File: src/rtl/core/khp_ram.sv
// Generic synchronous RAM with one write port and two registered read ports.
// Depends on nothing.
module khp_ram #(
    parameter int WIDTH = 8,
    parameter int DEPTH = 16,
    localparam int AW = (DEPTH > 1) ? $clog2(DEPTH) : 1
) (
    input  logic             clk,
    input  logic             we,
    input  logic [AW-1:0]    waddr,
    input  logic [WIDTH-1:0] wdata,
    input  logic [AW-1:0]    raddr_a,
    output logic [WIDTH-1:0] rdata_a,
    input  logic [AW-1:0]    raddr_b,
    output logic [WIDTH-1:0] rdata_b
);

    logic [WIDTH-1:0] mem [DEPTH];

    always_ff @(posedge clk)
    begin
        if (we)
        begin
            mem[waddr] <= wdata;
        end
        rdata_a <= mem[raddr_a];
        rdata_b <= mem[raddr_b];
    end

endmodule

File: config.mk
export PLATFORM = sky130hd
export DESIGN_NAME = khp_ram
export DESIGN_NICKNAME = d
export VERILOG_FILES = /design/src/rtl/core/khp_ram.sv
export SDC_FILE = /design/constraint.sdc
export NUM_CORES = 1
export LEC_CHECK = 0
export BUFFER_PORTS_ARGS = -buffer_cell sky130_fd_sc_hd__buf_4
export CORE_MARGIN = 4
export CORE_UTILIZATION = 40
export CTS_CLUSTER_DIAMETER = 200
export CTS_CLUSTER_SIZE = 16
export DETAILED_ROUTE_END_ITERATION = 12
export GPL_ROUTABILITY_DRIVEN = 0
export PLACE_DENSITY = 0.62
export SLEW_MARGIN = 20
export SYNTH_ARGS = -nofsm -noshare
export SYNTH_HDL_FRONTEND = slang
export SYNTH_SLANG_ARGS = --single-unit
File: constraint.sdc
create_clock -name clk -period 2.45 [get_ports clk]
set_clock_uncertainty 0.05 [all_clocks]
set_input_delay 0.49 -clock clk [delete_from_list [all_inputs] [get_ports clk]]
set_output_delay 0.49 -clock clk [all_outputs]
set_load 0.02 [all_outputs]
Word-level counts from Yosys, hierarchy flattened
Memory sizes are Yosys's and may differ from the RTL's. A register that Yosys moved wholly into a read port is not among the register bits.
Index checks and enable logic that the tools add are counted.
Storage, ports and cells
  flip-flop bits (word level): 0
  RAM bits: 128
  input port bits: 22
  word-level logic and storage cells: 3
  memories kept: 1
Memories
  mem: words 16, width 8, rd ports 2, clocked after memory_dff 2, write ports 1, line 18  | logic [WIDTH-1:0] mem [DEPTH];
Cells by class
  mux-type cells: 2
Operators with widths (count)
  $mux 1: 2

Depth between registers and ports, before layout
  word-level depth: 2
  depth in mapped cells: 5
  mapped depth without buffers: 3

Worst setup path before layout
OpenSTA, ideal clock, no wires.
  path type: input to register
  start point: input port waddr[2]
  end point: memory mem[0][0] (enable)
  setup time: 0.383 ns
  arrival: 1.600 ns
  data required time: 2.017 ns
  slack: 0.417 ns
  stages: 2
  path through: or3b_2 > nor3_1
RTL lines
  start, declared: line 10  | input logic [AW-1:0] waddr,
  end, declared: line 18
Straight into the memory's write port.

==> out/results.ini <==
[layout]
mostFrequentLayoutCells = 128 x edfxtp_1, 60 x buf_4, 34 x mux4_2
fin_area_sq_um = 7510
drive_gt1_share_pct = 34.1
final_util_pct = 48.9
ff_latch_area_sq_um = 4160
n_fill_cell = 1248
diodes = 0
stdcell_count = 592
area_growth_pct = 18.4
multi_input_area_sq_um = 2010
num-nets-final = 390
final_common_cell = edfxtp_1

[clock_tree]
cts_root_buffer = clkbuf_16
clkLatencyLatePin_ns = 0.42
clk_path_buf_depth = 2
cts.clk_slew.worst_paths_ns = 0.06
ctsResizeCount = 0
hold_buffers = 0
cts_tree = yes
cts_buffers = 17
cts.sinks = 144
cts.htree.levels = 4
cts_setup_buffers = 0

[synth]
synth_warnings = 0
ys_seq_area_share_pct = 65.6
synthTopCellsByArea = edfxtp_1 61%, mux4_2 12%, mux4_1 12%
synth_top_area_share_pct = 60.6
yosysUniqueCellTypes = 20
syn-num-nets = 329
syn_inst = 307
yosysTopAreaCell = edfxtp_1
synth_area_per_cell_sq_um = 20.7
syn-cell-area_sq_um = 6350
yosys_register_bits = 144

[critical_path]
end_kind = flop
criticalPathCategory = in -> reg
cpLargestDelayFamily = multiplexers
critical_path_buf_inv_count = 2
critical_path_required_ns = 2.69
r2r_end = rdata_b[7]
regToRegStartpoint = mem[3][7]
rr_worst_depth = 3
slowest_stage = mux4_1
crit_fanout = 14
cp-start-kind = input pin
r2r_slack_ns = 0.94
path_cells = buf_4 -> buf_12 -> mux4_1 -> a22oi_1 -> nand2_1
cp_slowest_stage_delay_ns = 0.58
arrival_ns = 1.84

[sta]
finalMaxSlewViolations = 0
whs_ns = 0.326
period_share_pct = 65.1
fmax_ghz = 0.627
fin_setup_tns_ns = 0
worst_slew_pin_slew_ns = 0.610
min_period_ns = 1.60
setup_viol = 0
rsz0062_at_grt = no
slew_headroom_pct = 59.3
hold_viol = 0

[worst_hold_path]
hold_start = wdata[5]
hp-class = in -> reg
min_to = mem[10][5]
whs_path_depth = 1

[detailed_routing]
post_drt_via_cell_ratio = 5.73
ant_nets = 0
vias = 3392
wl_per_cell_um = 24.6
routed_wl_um = 14600
drt-initial-drc-count = 369
drc = 0
dr.pass1.iters = 5

[grt]
overflow = 0
grt_usage_pct = 17.1
grt_max_degree = 33
first_global_vias = 3443
grt_first_pass_wirelength_um = 21500
antenna_found_initial = 0

[pwr]
ir_drop_mv = 0.475
power_leakage_nw = 2.59
powerDensity_nw_per_um2 = 766

[floorplanning]
dieArea_sq_um = 17900
pin_count = 38
num_rows = 45
die_h_um = 134
floorplan.initialDensity_pct = 41.3
die_w_um = 134
core_area_sq_um = 15400

[place]
place_inst = 560
dpl_cell_area_sq_um = 6930
portBuffers = 37
hpwl_um = 9240

[outcome]
status = finished, final reports clean

[flow_run]
maxCapViolations = 0

## flip-flops by register name (all words and copies together) (netlist names)
signal   flops
rdata_a      8
mem        128
rdata_b      8
## metrics by stage
step / worst slack (ns) / total power [mW]
after floorplan: 0.417 / 3.11
after global placement: 0.426 / 3.30
after detailed placement: 0.419 / 3.30
after CTS: 0.857 / 5.81
after global routing: 0.765 / 5.97
final: 0.854 / 5.75
## worst max-delay path by stage
stage / startpoint / slack (ns) / cells after the start / endpoint
detailed placement: raddr_b[0] / 0.42 / 5 / rdata_b[5]
CTS: raddr_b[0] / 0.86 / 5 / rdata_b[5]
finish: raddr_b[0] / 0.85 / 5 / rdata_b[3]
global placement: raddr_b[0] / 0.43 / 5 / rdata_b[5]
floorplan: waddr[2] / 0.42 / 2 / mem[0][0]
global route: raddr_b[0] / 0.76 / 5 / rdata_b[5]
## Yosys cell counts
| library cell | instances |
|---|---|
| edfxtp_1 | 128 |
| mux4_2 | 34 |
| a22oi_1 | 32 |
| mux4_1 | 28 |
| nand2_1 | 17 |
| dfxtp_1 | 16 |
| nor2_1 | 14 |
| buf_2 | 6 |
| buf_6 | 6 |
| clkdlybuf4s25_2 | 6 |
| nor3_1 | 4 |
| and2_1 | 2 |
| and2b_1 | 2 |
| buf_4 | 2 |
| mux4_4 | 2 |
| nand2b_1 | 2 |
| nand3b_1 | 2 |
| nor2b_1 | 2 |
| nand3_1 | 1 |
| or3b_2 | 1 |
## area by class of cell
class | count | share of cell area, %
repair buffers | 62 | 6.53
flip-flops and latches | 144 | 55.4
multi-input cells | 143 | 26.8
well taps | 211 | 3.51
clock inverters | 15 | 2.10
clock buffers | 17 | 5.66
## cell families (layout without fill, tap and decap cells)
family,count (synthesis),count (layout),share of synthesized area (%)
flops,144,144,65.6
mux,64,64,24.4
simple gates,47,47,3.43
compound gates,32,32,3.79
buf+inv,20,94,2.72
## where the power goes
| part | internal [mW] | total [mW] | switching (mW) |
|---|---|---|---|
| logic | 0.220 | 0.470 | 0.250 |
| clock network | 1.50 | 2.50 | 0.999 |
| registers | 2.75 | 2.78 | 0.0296 |
## worst register-to-register path, delay by kind of cell (launching register included)
kind               cells  cell delay [ns]
muxes                  1             0.61
DFF                    1             0.39
AOI/OAI and AO/OA      1             0.20
and+or+nand+nor        1             0.13
## per-layer routing
metal	up-vias	global-route usage, %	wire [um]
met4	0	7.43	363
met3	23	4.91	1200
li1	1462	-	-
met5	-	0	0
met1	1767	24.8	6500
met2	140	24.2	6510
Power figures use the tool's default switching activity.
